**src/rtl/core/tps_pkg.sv**
```systemverilog
// Shared types, constants and divide-by-constant helpers for the sequencer clock.
package tps_pkg;

  localparam int POS_W   = 17;
  localparam int PHASE_W = 33;
  localparam int INC_W   = 32;
  localparam int BEAT_W  = 10;
  localparam int CFG_W   = 32;

  // 96 ticks per beat = 3 << 5; the divide by 3 is done with a reciprocal
  localparam int BEAT_SHIFT       = 5;
  localparam int TICKS_PER_BEAT   = 3 << BEAT_SHIFT;
  localparam int BEAT_RECIP       = 2731;  // ceil(2^13 / 3), exact for 12-bit input
  localparam int BEAT_RECIP_SHIFT = 13;
  localparam int HALF_RECIP       = 43691; // ceil(2^17 / 3), exact for 15-bit input
  localparam int HALF_RECIP_SHIFT = 17;

  localparam logic [POS_W-1:0]   MAX_POSITION = 17'd95999;
  localparam logic [PHASE_W-1:0] PHASE_ONE    = 33'h1_0000_0000;

  // configuration register indexes
  localparam int REG_IDX_W = 3;
  typedef enum logic [REG_IDX_W-1:0] {
    REG_SONG_START  = 3'd0,
    REG_SONG_END    = 3'd1,
    REG_LOOP_START  = 3'd2,
    REG_LOOP_LENGTH = 3'd3,
    REG_PHASE_INC   = 3'd4
  } reg_idx_t;

  typedef enum logic [2:0] {
    OP_TICK  = 3'd0,
    OP_START = 3'd1,
    OP_RUN   = 3'd2,
    OP_BACK  = 3'd3,
    OP_NEXT  = 3'd4,
    OP_LOOP  = 3'd5,
    OP_SET   = 3'd6
  } op_t;

  typedef struct packed {
    logic [POS_W-1:0] song_start;
    logic [POS_W-1:0] song_end;
    logic [POS_W-1:0] loop_start;
    logic [POS_W-1:0] loop_length;
    logic [INC_W-1:0] phase_inc;
  } cfg_t;

  // classified request from the front end
  typedef struct packed {
    op_t              op;
    logic             level;
    logic [POS_W-1:0] value;
  } cmd_t;

  // execute stage output, before the beat/half report is worked out
  typedef struct packed {
    logic [PHASE_W-1:0] phase;
    logic [POS_W-1:0]   position;
    logic               pos_valid;
    logic               invalidate;
    logic               run_level;
    logic               run_changed;
    logic               loop_level;
    logic               loop_changed;
  } mid_t;

  typedef struct packed {
    logic [PHASE_W-1:0] phase;
    logic [POS_W-1:0]   position;
    logic               position_valid;
    logic               beat_valid;
    logic [BEAT_W-1:0]  beat_index;
    logic               half_level;
    logic               half_changed;
    logic               run_level;
    logic               run_changed;
    logic               loop_level;
    logic               loop_changed;
  } res_t;

  // pos / 96
  function automatic logic [10:0] beat_quot(input logic [POS_W-1:0] pos);
    logic [23:0] prod;
    prod = 24'(pos[POS_W-1:BEAT_SHIFT]) * 24'(BEAT_RECIP);
    return prod[23:BEAT_RECIP_SHIFT];
  endfunction

  // pos % 96 == 0, given q = pos / 96
  function automatic logic beat_hit(input logic [POS_W-1:0] pos, input logic [10:0] q);
    return (pos[BEAT_SHIFT-1:0] == '0) &&
           ((13'(q) * 13'd3) == 13'(pos[POS_W-1:BEAT_SHIFT]));
  endfunction

  // pos % 24 < 12, i.e. pos / 12 is even
  function automatic logic half_of(input logic [POS_W-1:0] pos);
    logic [30:0] prod;
    prod = 31'(pos[POS_W-1:2]) * 31'(HALF_RECIP);
    return ~prod[HALF_RECIP_SHIFT];
  endfunction

endpackage

```
**src/rtl/core/tps_queue.sv**
```systemverilog
// Small register-based FIFO used between the front end, execute and result sides.
module tps_queue #(
  parameter int WIDTH = 8,
  parameter int DEPTH = 2
) (
  input  logic             clk,
  input  logic             rst,
  input  logic             push,
  input  logic [WIDTH-1:0] wr_data,
  output logic             full,
  input  logic             pop,
  output logic             empty,
  output logic [WIDTH-1:0] rd_data
);

  localparam int PTR_W = (DEPTH > 1) ? $clog2(DEPTH) : 1;
  localparam int CNT_W = $clog2(DEPTH + 1);

  logic [WIDTH-1:0] mem [DEPTH];
  logic [PTR_W-1:0] wr_ptr;
  logic [PTR_W-1:0] rd_ptr;
  logic [CNT_W-1:0] count;
  logic             do_push;
  logic             do_pop;

  assign full    = (count == CNT_W'(DEPTH));
  assign empty   = (count == '0);
  assign do_push = push && !full;
  assign do_pop  = pop && !empty;
  assign rd_data = mem[rd_ptr];

  always_ff @(posedge clk) begin
    if (rst) begin
      wr_ptr <= '0;
      rd_ptr <= '0;
      count  <= '0;
    end else begin
      if (do_push) begin
        wr_ptr <= (wr_ptr == PTR_W'(DEPTH - 1)) ? '0 : wr_ptr + PTR_W'(1);
      end
      if (do_pop) begin
        rd_ptr <= (rd_ptr == PTR_W'(DEPTH - 1)) ? '0 : rd_ptr + PTR_W'(1);
      end
      if (do_push && !do_pop) begin
        count <= count + CNT_W'(1);
      end else if (do_pop && !do_push) begin
        count <= count - CNT_W'(1);
      end
    end
  end

  always_ff @(posedge clk) begin
    if (do_push) begin
      mem[wr_ptr] <= wr_data;
    end
  end

endmodule

```
**src/rtl/core/tps_front.sv**
```systemverilog
// Front end: accepts requests, decodes the command and queues it for execute.
module tps_front
  import tps_pkg::*;
(
  input  logic             clk,
  input  logic             rst,
  input  logic             push,
  output logic             full,
  input  logic [2:0]       command,
  input  logic [POS_W-1:0] value,
  input  logic             cmd_pop,
  output logic             cmd_valid,
  output cmd_t             cmd
);

  cmd_t decoded;
  logic keep;
  logic q_empty;
  logic [$bits(cmd_t)-1:0] q_data;

  always_comb begin
    decoded.level = (value != '0);
    decoded.value = value;
    decoded.op    = OP_TICK;
    keep          = 1'b1;
    unique case (command)
      OP_TICK:  decoded.op = OP_TICK;
      OP_START: decoded.op = OP_START;
      OP_RUN:   decoded.op = OP_RUN;
      OP_BACK:  decoded.op = OP_BACK;
      OP_NEXT:  decoded.op = OP_NEXT;
      OP_LOOP:  decoded.op = OP_LOOP;
      OP_SET:   decoded.op = OP_SET;
      default:  keep = 1'b0;  // unused code: taken and dropped
    endcase
  end

  tps_queue #(
    .WIDTH ($bits(cmd_t)),
    .DEPTH (2)
  ) u_cmd_queue (
    .clk     (clk),
    .rst     (rst),
    .push    (push && keep),
    .wr_data (decoded),
    .full    (full),
    .pop     (cmd_pop),
    .empty   (q_empty),
    .rd_data (q_data)
  );

  assign cmd_valid = !q_empty;
  assign cmd       = q_data;

endmodule

```
**src/rtl/core/tps_exec.sv**
```systemverilog
// Execute: owns position, phase, run/loop; one request per cycle unless stalled.
module tps_exec
  import tps_pkg::*;
(
  input  logic clk,
  input  logic rst,
  input  cfg_t cfg,
  input  logic cmd_valid,
  input  cmd_t cmd,
  output logic cmd_pop,
  output logic mid_valid,
  output mid_t mid,
  input  logic mid_take
);

  logic [POS_W-1:0]   pos;
  logic [PHASE_W-1:0] phase;
  logic               running;
  logic               loop_mode;
  logic               resync;

  logic [POS_W-1:0]   pos_next;
  logic [PHASE_W-1:0] phase_next;
  logic               running_next;
  logic               loop_next;
  logic               resync_next;

  logic [10:0]        beat_q;
  logic [POS_W:0]     beat_floor;
  logic [POS_W-1:0]   loop_len;
  logic [POS_W:0]     loop_end;
  logic [POS_W-1:0]   base_pos;
  logic [PHASE_W-1:0] base_phase;
  logic [PHASE_W:0]   phase_sum;
  logic               phase_over;
  logic [POS_W:0]     target;
  logic [POS_W-1:0]   clipped;
  logic               settle;
  logic               emit;
  logic               run_evt;
  logic               loop_evt;
  logic               inval;
  logic               fire;

  assign fire    = cmd_valid && (!mid_valid || mid_take);
  assign cmd_pop = fire;

  always_comb begin
    beat_q     = beat_quot(pos);
    beat_floor = (POS_W+1)'(beat_q) * (POS_W+1)'(TICKS_PER_BEAT);
    loop_len   = (cfg.loop_length == '0) ? POS_W'(1) : cfg.loop_length;
    loop_end   = {1'b0, cfg.loop_start} + {1'b0, loop_len};
    base_pos   = resync ? pos - POS_W'(1) : pos;
    base_phase = resync ? PHASE_ONE : phase;
    phase_sum  = {1'b0, base_phase} + (PHASE_W+1)'(cfg.phase_inc);
    phase_over = phase_sum > {1'b0, PHASE_ONE};

    pos_next     = pos;
    phase_next   = phase;
    running_next = running;
    loop_next    = loop_mode;
    resync_next  = resync;
    target       = {1'b0, pos};
    settle       = 1'b0;
    emit         = 1'b0;
    run_evt      = 1'b0;
    loop_evt     = 1'b0;
    inval        = 1'b0;

    unique case (cmd.op)
      OP_TICK: begin
        if (running) begin
          resync_next = 1'b0;
          if (phase_over) begin
            phase_next = PHASE_W'(phase_sum - {1'b0, PHASE_ONE});
            target     = {1'b0, base_pos + POS_W'(1)};
            emit       = 1'b1;
          end else begin
            phase_next = phase_sum[PHASE_W-1:0];
            pos_next   = base_pos;
          end
        end
      end
      OP_START: begin
        inval  = 1'b1;
        target = {1'b0, loop_mode ? cfg.loop_start : cfg.song_start};
        settle = 1'b1;
      end
      OP_RUN: begin
        running_next = cmd.level;
        if (cmd.level) begin
          resync_next = 1'b1;
        end
        run_evt = 1'b1;
      end
      OP_BACK: begin
        inval  = 1'b1;
        target = (beat_q == '0) ? '0 : beat_floor - (POS_W+1)'(TICKS_PER_BEAT);
        settle = 1'b1;
      end
      OP_NEXT: begin
        inval  = 1'b1;
        target = beat_floor + (POS_W+1)'(TICKS_PER_BEAT);
        if (target > {1'b0, MAX_POSITION}) begin
          target = {1'b0, MAX_POSITION};
        end
        settle = 1'b1;
      end
      OP_LOOP: begin
        inval     = 1'b1;
        loop_next = cmd.level;
        loop_evt  = 1'b1;
        if (cmd.level) begin
          target = {1'b0, cfg.loop_start};
        end
        settle = 1'b1;
      end
      OP_SET: begin
        inval  = 1'b1;
        target = {1'b0, cmd.value};
        settle = 1'b1;
      end
      default: ;
    endcase

    // running: defer the report to the next sample; stopped: report now
    if (settle) begin
      if (running) begin
        resync_next = 1'b1;
        pos_next    = target[POS_W-1:0];
      end else begin
        emit = 1'b1;
      end
    end

    clipped = (target > {1'b0, MAX_POSITION}) ? MAX_POSITION : target[POS_W-1:0];
    if (emit) begin
      if (loop_next) begin
        pos_next = ({1'b0, clipped} >= loop_end) ? cfg.loop_start : clipped;
      end else if (clipped >= cfg.song_end) begin
        pos_next     = cfg.song_start;
        running_next = 1'b0;
        run_evt      = 1'b1;
      end else begin
        pos_next = clipped;
      end
    end
  end

  always_ff @(posedge clk) begin
    if (rst) begin
      pos       <= '0;
      phase     <= PHASE_ONE;
      running   <= 1'b0;
      loop_mode <= 1'b0;
      resync    <= 1'b0;
      mid_valid <= 1'b0;
    end else begin
      if (fire) begin
        pos       <= pos_next;
        phase     <= phase_next;
        running   <= running_next;
        loop_mode <= loop_next;
        resync    <= resync_next;
        mid_valid <= 1'b1;
      end else if (mid_take) begin
        mid_valid <= 1'b0;
      end
    end
  end

  always_ff @(posedge clk) begin
    if (fire) begin
      mid.phase        <= phase_next;
      mid.position     <= pos_next;
      mid.pos_valid    <= emit;
      mid.invalidate   <= inval;
      mid.run_level    <= running_next;
      mid.run_changed  <= run_evt;
      mid.loop_level   <= loop_next;
      mid.loop_changed <= loop_evt;
    end
  end

endmodule

```
**src/rtl/core/tps_report.sv**
```systemverilog
// Report stage: beat index, beat flag and half-beat level with change tracking.
module tps_report
  import tps_pkg::*;
(
  input  logic clk,
  input  logic rst,
  input  logic mid_valid,
  input  mid_t mid,
  output logic mid_take,
  input  logic res_full,
  output logic res_push,
  output res_t res
);

  logic        last_known;
  logic        last_level;
  logic [10:0] quot;
  logic        half;
  logic        known_eff;

  assign mid_take = mid_valid && !res_full;
  assign res_push = mid_take;

  always_comb begin
    quot      = beat_quot(mid.position);
    half      = half_of(mid.position);
    known_eff = last_known && !mid.invalidate;

    res.phase        = mid.phase;
    res.run_level    = mid.run_level;
    res.run_changed  = mid.run_changed;
    res.loop_level   = mid.loop_level;
    res.loop_changed = mid.loop_changed;
    if (mid.pos_valid) begin
      res.position       = mid.position;
      res.position_valid = 1'b1;
      res.beat_valid     = beat_hit(mid.position, quot);
      res.beat_index     = quot[BEAT_W-1:0];
      res.half_level     = half;
      res.half_changed   = !known_eff || (half != last_level);
    end else begin
      res.position       = '0;
      res.position_valid = 1'b0;
      res.beat_valid     = 1'b0;
      res.beat_index     = '0;
      res.half_level     = 1'b0;
      res.half_changed   = 1'b0;
    end
  end

  always_ff @(posedge clk) begin
    if (rst) begin
      last_known <= 1'b0;
      last_level <= 1'b0;
    end else if (mid_take) begin
      if (mid.pos_valid) begin
        last_known <= 1'b1;
        last_level <= half;
      end else if (mid.invalidate) begin
        last_known <= 1'b0;
      end
    end
  end

endmodule

```
**src/rtl/core/tick_position_sequencer_clock.sv**
```systemverilog
// Top level of the 96-tick-per-beat sequencer clock.
//
// Sequencer clock at 96 ticks per beat. Requests enter through a queue-style
// port (push/full) and results leave through another (pop/empty); every
// command except the unused code 7 gives exactly one result, in order.
// A sample-tick request adds phase_increment (0.32 fraction of a tick) to a
// 1.32 phase while running; when the phase passes 1.0 the position steps by
// one, is clipped to 95999, and wraps to loop_start (loop mode) or to
// song_start with the clock stopped (song mode at song_end). Start, back,
// next, loop and set-position requests move the position; while running they
// arm a resync: the next sample restarts the phase at 1.0, reporting if inc > 0.
// Each reported position carries beat number, beat flag and half-beat level
// with a change flag. Throughput is one request per clock while the result
// side keeps up: the execute stage updates position, phase and run/loop state
// as it accepts each request, and that loop sets the rate. An accepted request
// lands in the command queue, then in the execute register, and its beat/half
// report is then written into the result queue, where it shows on the ports.
// Both sides stall independently; full only rises when the command queue
// backs up behind a stalled result side. Configuration writes (cfg_write,
// cfg_index, cfg_data) take effect at once and are meant to be made while
// the clock is idle: index 0 song_start, 1 song_end, 2 loop_start,
// 3 loop_length, 4 phase_increment. Start positions above 95999 saturate;
// a loop length of zero acts as one.
module tick_position_sequencer_clock
  import tps_pkg::*;
(
  input  logic                 clk,
  input  logic                 rst,
  // request side
  input  logic                 push,
  output logic                 full,
  input  logic [2:0]           command,
  input  logic [POS_W-1:0]     value,
  // result side
  input  logic                 pop,
  output logic                 empty,
  output logic [PHASE_W-1:0]   phase,
  output logic [POS_W-1:0]     position,
  output logic                 position_valid,
  output logic                 beat_valid,
  output logic [BEAT_W-1:0]    beat_index,
  output logic                 half_level,
  output logic                 half_changed,
  output logic                 run_level,
  output logic                 run_changed,
  output logic                 loop_level,
  output logic                 loop_changed,
  // configuration
  input  logic                 cfg_write,
  input  logic [REG_IDX_W-1:0] cfg_index,
  input  logic [CFG_W-1:0]     cfg_data
);

  cfg_t cfg;
  logic [POS_W-1:0] cfg_pos;
  logic [POS_W-1:0] cfg_pos_sat;

  logic cmd_valid;
  logic cmd_pop;
  cmd_t cmd;

  logic mid_valid;
  logic mid_take;
  mid_t mid;

  logic res_push;
  logic res_full;
  res_t res_in;
  logic [$bits(res_t)-1:0] res_data;
  res_t res_out;

  // ---- configuration registers ----
  assign cfg_pos     = cfg_data[POS_W-1:0];
  assign cfg_pos_sat = (cfg_pos > MAX_POSITION) ? MAX_POSITION : cfg_pos;

  always_ff @(posedge clk) begin
    if (rst) begin
      cfg.song_start  <= '0;
      cfg.song_end    <= POS_W'(TICKS_PER_BEAT);
      cfg.loop_start  <= '0;
      cfg.loop_length <= POS_W'(TICKS_PER_BEAT);
      cfg.phase_inc   <= 32'd973915;
    end else if (cfg_write) begin
      unique case (cfg_index)
        REG_SONG_START:  cfg.song_start  <= cfg_pos_sat;
        REG_SONG_END:    cfg.song_end    <= cfg_pos;
        REG_LOOP_START:  cfg.loop_start  <= cfg_pos_sat;
        REG_LOOP_LENGTH: cfg.loop_length <= cfg_pos;
        REG_PHASE_INC:   cfg.phase_inc   <= cfg_data[INC_W-1:0];
        default: ;  // writes past the register list are ignored
      endcase
    end
  end

  // ---- front end: accept and decode, queue to execute ----
  tps_front u_front (
    .clk       (clk),
    .rst       (rst),
    .push      (push),
    .full      (full),
    .command   (command),
    .value     (value),
    .cmd_pop   (cmd_pop),
    .cmd_valid (cmd_valid),
    .cmd       (cmd)
  );

  // The execute stage holds the clock state and takes one request per cycle unless the report side stalls.
  tps_exec u_exec (
    .clk       (clk),
    .rst       (rst),
    .cfg       (cfg),
    .cmd_valid (cmd_valid),
    .cmd       (cmd),
    .cmd_pop   (cmd_pop),
    .mid_valid (mid_valid),
    .mid       (mid),
    .mid_take  (mid_take)
  );

  // ---- report: beat and half-beat fields ----
  tps_report u_report (
    .clk       (clk),
    .rst       (rst),
    .mid_valid (mid_valid),
    .mid       (mid),
    .mid_take  (mid_take),
    .res_full  (res_full),
    .res_push  (res_push),
    .res       (res_in)
  );

  // ---- result queue: decouples the consumer from the pipeline ----
  tps_queue #(
    .WIDTH ($bits(res_t)),
    .DEPTH (2)
  ) u_res_queue (
    .clk     (clk),
    .rst     (rst),
    .push    (res_push),
    .wr_data (res_in),
    .full    (res_full),
    .pop     (pop),
    .empty   (empty),
    .rd_data (res_data)
  );

  assign res_out        = res_data;
  assign phase          = res_out.phase;
  assign position       = res_out.position;
  assign position_valid = res_out.position_valid;
  assign beat_valid     = res_out.beat_valid;
  assign beat_index     = res_out.beat_index;
  assign half_level     = res_out.half_level;
  assign half_changed   = res_out.half_changed;
  assign run_level      = res_out.run_level;
  assign run_changed    = res_out.run_changed;
  assign loop_level     = res_out.loop_level;
  assign loop_changed   = res_out.loop_changed;

endmodule

```
**config.mk**
```make
export PLATFORM = sky130hd
export DESIGN_NAME = tick_position_sequencer_clock
export DESIGN_NICKNAME = d
export VERILOG_FILES = /design/src/rtl/core/tps_pkg.sv /design/src/rtl/core/tps_queue.sv /design/src/rtl/core/tps_front.sv /design/src/rtl/core/tps_exec.sv /design/src/rtl/core/tps_report.sv /design/src/rtl/core/tick_position_sequencer_clock.sv
export SDC_FILE = /design/constraint.sdc
export NUM_CORES = 1
export LEC_CHECK = 0
export BUFFER_PORTS_ARGS = -buffer_cell sky130_fd_sc_hd__buf_4
export CORE_UTILIZATION = 50
export CTS_CLUSTER_SIZE = 30
export DETAILED_ROUTE_END_ITERATION = 16
export PLACE_DENSITY = 0.67
export RECOVER_POWER = 50
export SETUP_SLACK_MARGIN = 0.15
export SLEW_MARGIN = 10
export SYNTH_ARGS = -nofsm -noshare
export SYNTH_HDL_FRONTEND = slang
export SYNTH_SLANG_ARGS = --single-unit
```
**constraint.sdc**
```tcl
create_clock -name clk -period 36.7 [get_ports clk]
set_input_delay 7.34 -clock clk [delete_from_list [all_inputs] [get_ports clk]]
set_output_delay 7.34 -clock clk [all_outputs]
set_load 0.02 [all_outputs]
```
# Word-level counts from Yosys, hierarchy flattened
# Memory sizes are Yosys's and may differ from the RTL's. A register that Yosys moved wholly into a read port is not among the register bits.
# Index checks and enable logic that the tools add are counted.
[totals] register_bits=220 mem_bits_rw=178 inputBits=60 out_inout_bits=70 elab_cells=192 n_memories=2
[classes] addsub=15 n_mul=5 order_cmp=6 eq_ne=20 muxes=68 bitwise=1 reduce_logical=48
[memory_table] memory="u_res_queue.mem" words=2 word_bits=68 rd=1 rd_clocked_by_memory_dff=1 write_ports=1 line_no="tps_queue.sv:19" rtl="logic [WIDTH-1:0] mem [DEPTH];"
[memory_table] memory="u_front.u_cmd_queue.mem" words=2 word_bits=21 rd=1 rd_clocked_by_memory_dff=1 write_ports=1 line_no="tps_queue.sv:19"
[op_table] cell="$mux W17" count=16
[op_table] cell="$mux W33" count=4
[op_table] cell="$pmux W18 S6" count=1
[op_table] cell="$mux W18" count=3
[op_table] cell="$mul A12 B12 Y24 const B" count=2
[op_table] cell="$mux W1" count=37
[op_table] cell="$gt A18 B17 Y1 const B" count=2
[op_table] cell="$add A33 B32 Y34" count=1
[op_table] cell="$gt A34 B33 Y1 const B" count=1
[op_table] cell="$sub A33 B33 Y33 const B" count=1
[op_table] cell="$mux W31" count=1
[op_table] cell="$mul A11 B2 Y13 const B" count=2
[op_table] cell="$eq A3 B3 Y1 const B" count=7
[op_table] cell="$add A17 B17 Y18" count=1
[op_table] cell="$add A18 B7 Y18 const B" count=1
[op_table] cell="$eq A3 B2 Y1 const B" count=6
[op_table] cell="$ge A17 B18 Y1" count=1
[op_table] cell="$mul A15 B16 Y18 const B" count=1
[op_table] cell="$pmux W3 S6" count=1
[op_table] cell="$sub A18 B7 Y18 const B" count=1
[op_table] cell="$add A17 B1 Y17 const B" count=1
[op_table] cell="$ge A17 B17 Y1" count=1
[op_table] cell="$gt A17 B17 Y1 const B" count=1
[op_table] cell="$logic_not A17 Y1" count=1
[op_table] cell="23 further kinds" count=69

# Depth between registers and ports, before layout
# Gate-level depths: netlist of run 1.
[logic_depth] ltp_word=12 ltp_mapped=54

# Modules after synthesis
# Synthesis of run 1 repeated with hierarchy kept, for this count alone.
[hier_totals] cells_unflattened=3328 hier_area_um2=31790.5
[modules_own_cells] mod="tps_exec" n_inst=1 cells_per_inst=1933 area_each_um2=15346.0
[modules_own_cells] mod="tps_report" n_inst=1 cells_per_inst=629 area_each_um2=5704.2
[modules_own_cells] mod="tps_queue at u_res_queue" n_inst=1 cells_per_inst=237 area_each_um2=5201.2
[modules_own_cells] mod="tick_position_sequencer_clock" n_inst=1 cells_per_inst=427 area_each_um2=3741.1
[modules_own_cells] mod="tps_queue at u_front.u_cmd_queue" n_inst=1 cells_per_inst=90 area_each_um2=1725.4
[modules_own_cells] mod="tps_front" n_inst=1 cells_per_inst=12 area_each_um2=72.6

# Worst setup path after synthesis of run 1
# OpenSTA, ideal clock, no wires.
[synth_path] kind="flip-flop to flip-flop" start="reg u_exec.pos[8]" end="reg u_exec.pos[9]" setup_ns=0.086 t_arrival_ns=11.566 t_required_ns=36.614 slack_ns=25.049 stages_incl_launch_ff=54 n_path_buf=3 synth_period_minus_slack_ns=11.651 path_cell_list="dfxtp_1 ha_1 fa_1 inv_1 fa_1 inv_1 fa_1 inv_1 fa_1 inv_1 ha_1 nand2_1 nor2_1 and2_1 nor2_1 inv_1 a21oi_1 xnor2_1 [... 18 more ...] ha_1 nand2b_1 a21o_1 a21o_1 a21o_1 a21o_1 a21o_1 a21o_1 a21oi_1 o21ai_0 a21o_1 and2_1 clkbuf_1 or2_2 clkbuf_1 a211oi_1 o22ai_1 a211oi_1"
[synth_via] elab_chain_cells=12 elab_cells_between_ends=28 classes_between="add/sub: 4; mul: 2; order compare: 4; mux: 17; reduce/logical: 1"
[synth_lines] item="start: declaration" line_no="tps_exec.sv:16" rtl="logic [POS_W-1:0] pos;"
[synth_lines] item="start signal: assignment" line_no="tps_exec.sv:160" rtl="pos <= pos_next;"
[synth_lines] item="$mul A12 B12 Y24 / $sub A17 B1 Y17 (equally long branches)" line_no="tps_pkg.sv:85, tps_exec.sv:53"
[synth_lines] item="$mul A11 B2 Y13 / $mux W17 (equally long branches)" line_no="tps_exec.sv:50, tps_exec.sv:53"
[synth_lines] item="$add A18 B7 Y18 / $add A17 B1 Y17 (equally long branches)" line_no="tps_exec.sv:103, tps_exec.sv:76"
[synth_lines] item="$gt A18 B17 Y1 / $mux W17 (equally long branches)" line_no="tps_exec.sv:104, tps_exec.sv:74"
[synth_lines] item="$mux W18 (on tied branches)" line_no="tps_exec.sv:104, tps_exec.sv:72"
[synth_lines] item="$pmux W18 S6" line_no="tps_exec.sv:70" rtl="unique case (cmd.op)"
[synth_lines] item="$gt A18 B17 Y1" line_no="tps_exec.sv:136" rtl="clipped = (target > {1'b0, MAX_POSITION}) ? MAX_POSITION : target[POS_W-1:0];"
[synth_lines] item="$mux W17" line_no="tps_exec.sv:136"
[synth_lines] item="$ge A17 B18 Y1 / $ge A17 B17 Y1 (equally long branches)" line_no="tps_exec.sv:139, tps_exec.sv:140"
[synth_lines] item="$mux W17 (on tied branches)" line_no="tps_exec.sv:139, tps_exec.sv:140"
[synth_lines] item="$mux W17" line_no="tps_exec.sv:138" rtl="if (loop_next) begin"
[synth_lines] item="$mux W17 *" line_no="tps_exec.sv:137" rtl="if (emit) begin"
# Every way passes the cells marked *; elsewhere a longest branch is shown, timed or not.
# A chain may end at the register's enable or synchronous reset.

# Final worst setup path of run 1
[layout_path] start="reg u_exec.pos[6]" end="reg u_exec.pos[12]"
# Same word-level chain as after synthesis.

==> results of run 1 <==
## final cells by class
cell class | count | area share, %
multi-input combinational | 2484 | 56.0
sequential | 400 | 30.3
timing repair buffer | 161 | 3.46
inverter | 312 | 3.43
clock buffer | 45 | 3.10
tap | 837 | 3.06
clock inverter | 29 | 0.735
## layer usage
metal / vias to the layer above / track usage, % / part of all wire [%]
met5: - / 0 / 0
met4: 0 / 7.12 / 2.5
met3: 149 / 3.90 / 6.8
met2: 910 / 46.6 / 46
met1: 12309 / 40.1 / 45
li1: 12008 / - / -
## cell usage after synthesis (71+ instances only)
cell,n
a21oi_1,238
clkbuf_1,134
dfxtp_1,166
edfxtp_1,234
fa_1,124
ha_1,333
inv_1,309
mux2_2,79
nand2_1,380
nand3_1,71
nor2_1,209
nor3_1,72
o21ai_0,107
xnor2_1,110
## cell families (layout without fill, tap and decap cells)
family,after synthesis,in the layout,synth area share (%)
AND/OR/NAND/NOR,996,996,15.0
AO/OA/AOI/OAI,745,745,16.1
buffers and inverters,469,547,5.69
adder cells (fa/ha/maj),457,457,21.3
flip-flops,400,400,33.1
XOR/XNOR,159,159,4.46
multiplexers,127,127,4.38
## sequential cells by signal, summed over array words and instances, names as in the netlist, 2 cells and up, named ones only
name	flops
u_front.u_cmd_queue.count	2
u_front.u_cmd_queue.mem	42
u_res_queue.mem	136
u_exec.pos	17
u_res_queue.count	2
u_exec.phase	33
cfg	100
u_exec.mid	56
## through the flow
| stage | cells | utilization, % | hold slack (ns) | cell area [um2] | setup WS, ns |
|---|---|---|---|---|---|
| after detailed placement | 4194 | 53.4 | 0.430 | 32900 | 22.73 |
| after CTS | 4268 | 55.5 | 0.444 | 34300 | 22.61 |
| after floorplan | 3353 | - | 0.421 | 31300 | 25.05 |
| final | 4268 | 55.4 | 0.442 | 34200 | 22.31 |
| after global routing | 4268 | 55.4 | 0.460 | 34200 | 21.49 |
| after global placement | 4194 | 53.4 | 0.424 | 32900 | 23.08 |
## how the worst min path moves through the flow
| stage | start | end | slack, ns | cells after the start |
|---|---|---|---|---|
| after floorplan | u_exec.mid[0] | u_res_queue.mem[0][0] | 0.42 | 0 |
| after global placement | u_exec.mid[53] | u_res_queue.mem[0][65] | 0.42 | 0 |
| after detailed placement | u_exec.mid[28] | u_res_queue.mem[1][40] | 0.43 | 0 |
| after CTS | u_exec.mid[28] | u_res_queue.mem[0][40] | 0.44 | 0 |
| after global routing | u_exec.mid[39] | u_res_queue.mem[0][51] | 0.46 | 0 |
| final | u_exec.mid[53] | u_res_queue.mem[1][65] | 0.44 | 0 |
==> metrics.yaml, run 1 <==
clocking:
  post_cts_buffers: 0
  ctsRootBufferMaster: "clkbuf_16"
  cts_tree: "built"
  cts.path.max_buffers: 3
  post_cts_resized: 0
  cts.sinks: 400
  htreeDepth: 2
  cts_buffers: 41
  insertion_delay_ns: 0.56
  ctsHoldBuffers: 0
  clk_pin_slew_ns: 0.07
timing:
  setup_viol: 0
  fin_crit_sh_pct: 39.2
  slew_headroom_pct: -131
  finalClockSkew_ns: 0.0274
  setup-tns-final_ns: 0
  rsz0062_at_grt: "no"
  fmax_mhz: 69.5
  layout_min_cycle_time_ns: 14.39
  slew_viol_final: 310
  worst_pin_slew_ns: 3.46
  hold_viol: 0
drt:
  wire_per_inst_um: 21.5
  first_iter_violations: 2203
  route.detailed.drc: 0
  routed_wirelength_mm: 91.6
  route.vias.total: 25376
  antenna_left: 0
  firstDrtPassIters: 6
  vias_per_cell: 5.95
min_path:
  hold_class: "flip-flop to flip-flop"
global_routing:
  grt-ovfl-total: 0
  grt_pass1_vias: 24704
  grt_pass1_wl_mm: 142
  track_usage_pct: 28.6
  grt_start_max_net_pins: 69
  antenna_found_initial: 3
floorplanning:
  num_io_pins: 130
  std_cell_rows: 91
  dieArea_um2: 63500
  start_util_pct: 50.7
  die_w_um: 252
  core_area_um2: 61700
  die_y_um: 252
place:
  dpl.hpwl_mm: 71.2
  gp_congestion: 0.961
  port_buffers: 129
synth:
  synthCells: 3353
  ys.flop_type: "edfxtp_1"
  yosys.area.top_type_share_pct: 22.5
  synth_nets: 3870
  ys_ff_latch: 400
  async_flop_share_pct: 0
  seq_area_frac_synth_pct: 33.1
  avgSynthCellArea_um2: 9.32
  yosysTopAreaCell: "edfxtp_1"
  synth_cell_types: 96
  yosysWarnings: 0
  synthesis.area_um2: 31300
  synth_edf_count: 234
  ys_top_cells_by_area: "edfxtp_1, ha_1, dfxtp_1"
final_layout:
  fillCellCount: 5528
  multi_input_area_um2: 19100
  layout.nets: 3917
  final_cell_mix: "nand2_1, ha_1, inv_1, a21oi_1, edfxtp_1"
  layout_commonest_cell: "nand2_1"
  seqCellArea_um2: 10400
  layout-drive-gt1-share_pct: 10.1
  antenna_cells: 0
  synthToLayoutAreaGrowth_pct: 9.45
worst_setup_path:
  timing.rr.start: "u_exec.pos[6]"
  path_buf_inv: 6
  crit_type: "flip-flop to flip-flop"
  reg2reg_to: "u_exec.pos[12]"
  crit_path_end_kind: "flip-flop"
  critPathLaunch: "u_exec.pos[6]"
  cp_top_family: "compound AO/OA/AOI/OAI gates"
  r2r_setup_slack_ns: 22.31
  r2r_cells: 49
  crit_cells: 49
  worst_ep_required_time_ns: 37.15
  crit_path_start_kind: "flip-flop"
  crit_end: "u_exec.pos[12]"
  critical_path.max_fanout: 19
  arrival_ns: 14.84
  cpMaxStageDelayCell: "a21oi_1"
  crit_path_max_incr_delay_ns: 0.89
run_status:
  outcome: "finished, violations left"
  violations: "max-capacitance violations, max-slew violations"
job:
  cap_viol_max_count: 6
Power of run 1 is not shown: default switching activity piles up to over one toggle a cycle in this logic, so the estimate is an artifact.
==> run 2: changes to the inputs <==
- PLACE_DENSITY: 0.67 -> 0.69
- clock period: 36.7 -> 11.6 ns (I/O delays scaled with it)
==> metrics.yaml, run 2 (synthesized netlist as in run 1, its figures left out) <==
worst_setup_path:
  crit_path_start_kind: "flip-flop"
  arrival_ns: 11.57  # -3.27 ns
  worst_ep_required_time_ns: 12.05  # -25.10 ns
  cpMaxStageDelayCell: "or4_4"
  cp_common_cell: "a21o_1"
  critical_path.max_fanout: 17  # -2
  crit_type: "flip-flop to flip-flop"
  crit_path_end_kind: "flip-flop"
  r2r_setup_slack_ns: 0.48  # -21.83 ns
  r2r_cells: 51  # +4.1%
  reg2reg_to: "u_exec.pos[15]"
  crit_path_max_incr_delay_ns: 0.57  # -0.32 ns
  timing.rr.start: "u_exec.pos[8]"
timing:
  slew_viol_final: 280  # -9.7%
  rsz0062_at_grt: "no"
  finalClockSkew_ns: 0.0297  # +0.00228 ns
  worst_pin_slew_ns: 4.04  # +0.579 ns
  hold_viol: 0  # unchanged
  setup_viol: 0  # unchanged
  setup-tns-final_ns: 0  # unchanged
  hold_ws_ns: 0.446  # +0.00384 ns
  fin_crit_sh_pct: 95.9  # +57 points
  layout_min_cycle_time_ns: 11.12  # -3.27 ns
  fmax_mhz: 89.9  # +29%
  slew_headroom_pct: -169  # -39 points
clocking:
  cts_tree: "built"
  htreeDepth: 2  # unchanged
  clk_pin_slew_ns: 0.07  # about the same
  cts.sinks: 400  # unchanged
  insertion_delay_ns: 0.57  # about the same
  ctsRootBufferMaster: "clkbuf_16"
  cts_buffers: 39  # -4.9%
  cts.path.max_buffers: 3  # unchanged
global_routing:
  antenna_found_initial: 1  # -2
  grt_start_max_net_pins: 88  # +28%
  grt_pass1_wl_mm: 135  # -4.7%
  grt_pass1_vias: 23843  # -3.5%
  grt-ovfl-total: 0  # unchanged
  track_usage_pct: 27.1  # -1.5 points
drt:
  vias_per_cell: 5.83  # -1.9%
  routed_wirelength_mm: 88.0  # -4.0%
  first_iter_violations: 2028  # -7.9%
  firstDrtPassIters: 6  # unchanged
  route.vias.total: 25489  # +0.45%
  antenna_left: 0  # unchanged
  route.detailed.drc: 0  # unchanged
  wire_per_inst_um: 20.1  # -6.3%
final_layout:
  antenna_cells: 0  # unchanged
  fillCellCount: 5492  # -0.65%
  layout-drive-gt1-share_pct: 14.7  # +4.5 points
  largest_reg_flops: 136  # unchanged
  multi_input_area_um2: 19800  # +3.5%
  seqCellArea_um2: 10400  # +0.20%
  layout_commonest_cell: "nand2_1"
  layout.nets: 4020  # +2.6%
  utilization_pct: 57.8  # +2.4 points
  regMostFlops: "u_res_queue.mem"
  synthToLayoutAreaGrowth_pct: 14.1
  final_cell_mix: "nand2_1, ha_1, inv_1, edfxtp_1, buf_4"
  largestRegisters: "u_res_queue.mem: 136 flops, cfg: 100 flops, u_exec.mid: 56 flops"
floorplanning:
  die_y_um: 252  # unchanged
  dieArea_um2: 63500  # unchanged
  std_cell_rows: 91  # unchanged
  die_w_um: 252  # unchanged
  num_io_pins: 130  # unchanged
  core_area_um2: 61700  # unchanged
  start_util_pct: 50.7  # unchanged
job:
  cap_viol_max_count: 5  # -1
min_path:
  holdPathStages: 0  # unchanged
  min_from: "u_exec.mid[41]"
  holdPathEnd: "u_res_queue.mem[0][53]"
  hold_class: "flip-flop to flip-flop"
place:
  dpl.hpwl_mm: 66.9  # -6.0%
  gp_congestion: 0.998  # +3.9%
  port_buffers: 129  # unchanged
run_status:
  outcome: "finished, violations left"
  violations: "max-capacitance violations, max-slew violations"
## run 2: cell types whose count changed in the layout (fill, tap and decap cells not counted), sizes merged
cell and delta:
clkinvlp -3, clkbuf +27, inv -3, bufinv +1, clkinv -6, buf +87
## run 2: metal layers
metal	track usage, %	vias to the layer above	wire length, um
li1	-	12219	-
met1	38.6	12175	39200
met2	42.4	915	39300
met3	4.51	180	6930
met4	7.46	0	2620
met5	0	-	0
## run 2: per-stage QoR
stage	cells	worst slack, ns	cell area [um2]
after floorplan	3353	0.156	31300
after global placement	4274	0.115	33600
after detailed placement	4274	-0.0199	33600
after CTS	4351	0.161	35000
after global routing	4371	0.0171	35700
final	4371	0.476	35700
## run 2: cell type report
cell class                      instances  area share [%]
Multi-Input combinational cell       2484            55.6
Sequential cell                       400            29.1
Timing Repair Buffer                  266            5.44
Tap cell                              837            2.94
Clock buffer                           54            3.03
Clock inverter                         18           0.617
Inverter                              312            3.31
## run 2: timing repair
action                     CTS  global route
hold buffers                 0             0
gates resized for setup     16           113
cloned                       0             0
buffers inserted             5            20
pin swaps                    8            58
setup endpoints to repair   33            37
## run 2: critical path: cells and delay by family, from the launching register on
family,cells,cell delay (ns)
AO/OA/AOI/OAI,23,4.24
XOR/XNOR,1,0.19
adder cells (fa/ha/maj),9,3.40
buffers and inverters,8,0.75
flip-flops,1,0.34
AND/OR/NAND/NOR,10,2.07
## run 2: worst max-delay path by stage
stage	from	to	slack (ns)	cells after the start
2_1_floorplan	u_exec.pos[6]	u_exec.mid[17]	0.16	50
3_3_place_gp	u_exec.pos[6]	u_exec.mid[14]	0.12	48
3_5_place_dp	u_exec.pos[6]	u_exec.mid[19]	-0.02	50
4_1_cts	u_exec.pos[6]	u_exec.pos[6]	0.16	52
5_1_grt	u_exec.pos[8]	u_exec.pos[12]	0.02	49
6_report	u_exec.pos[8]	u_exec.pos[15]	0.48	51
Power of run 2 is left out for the same reason.
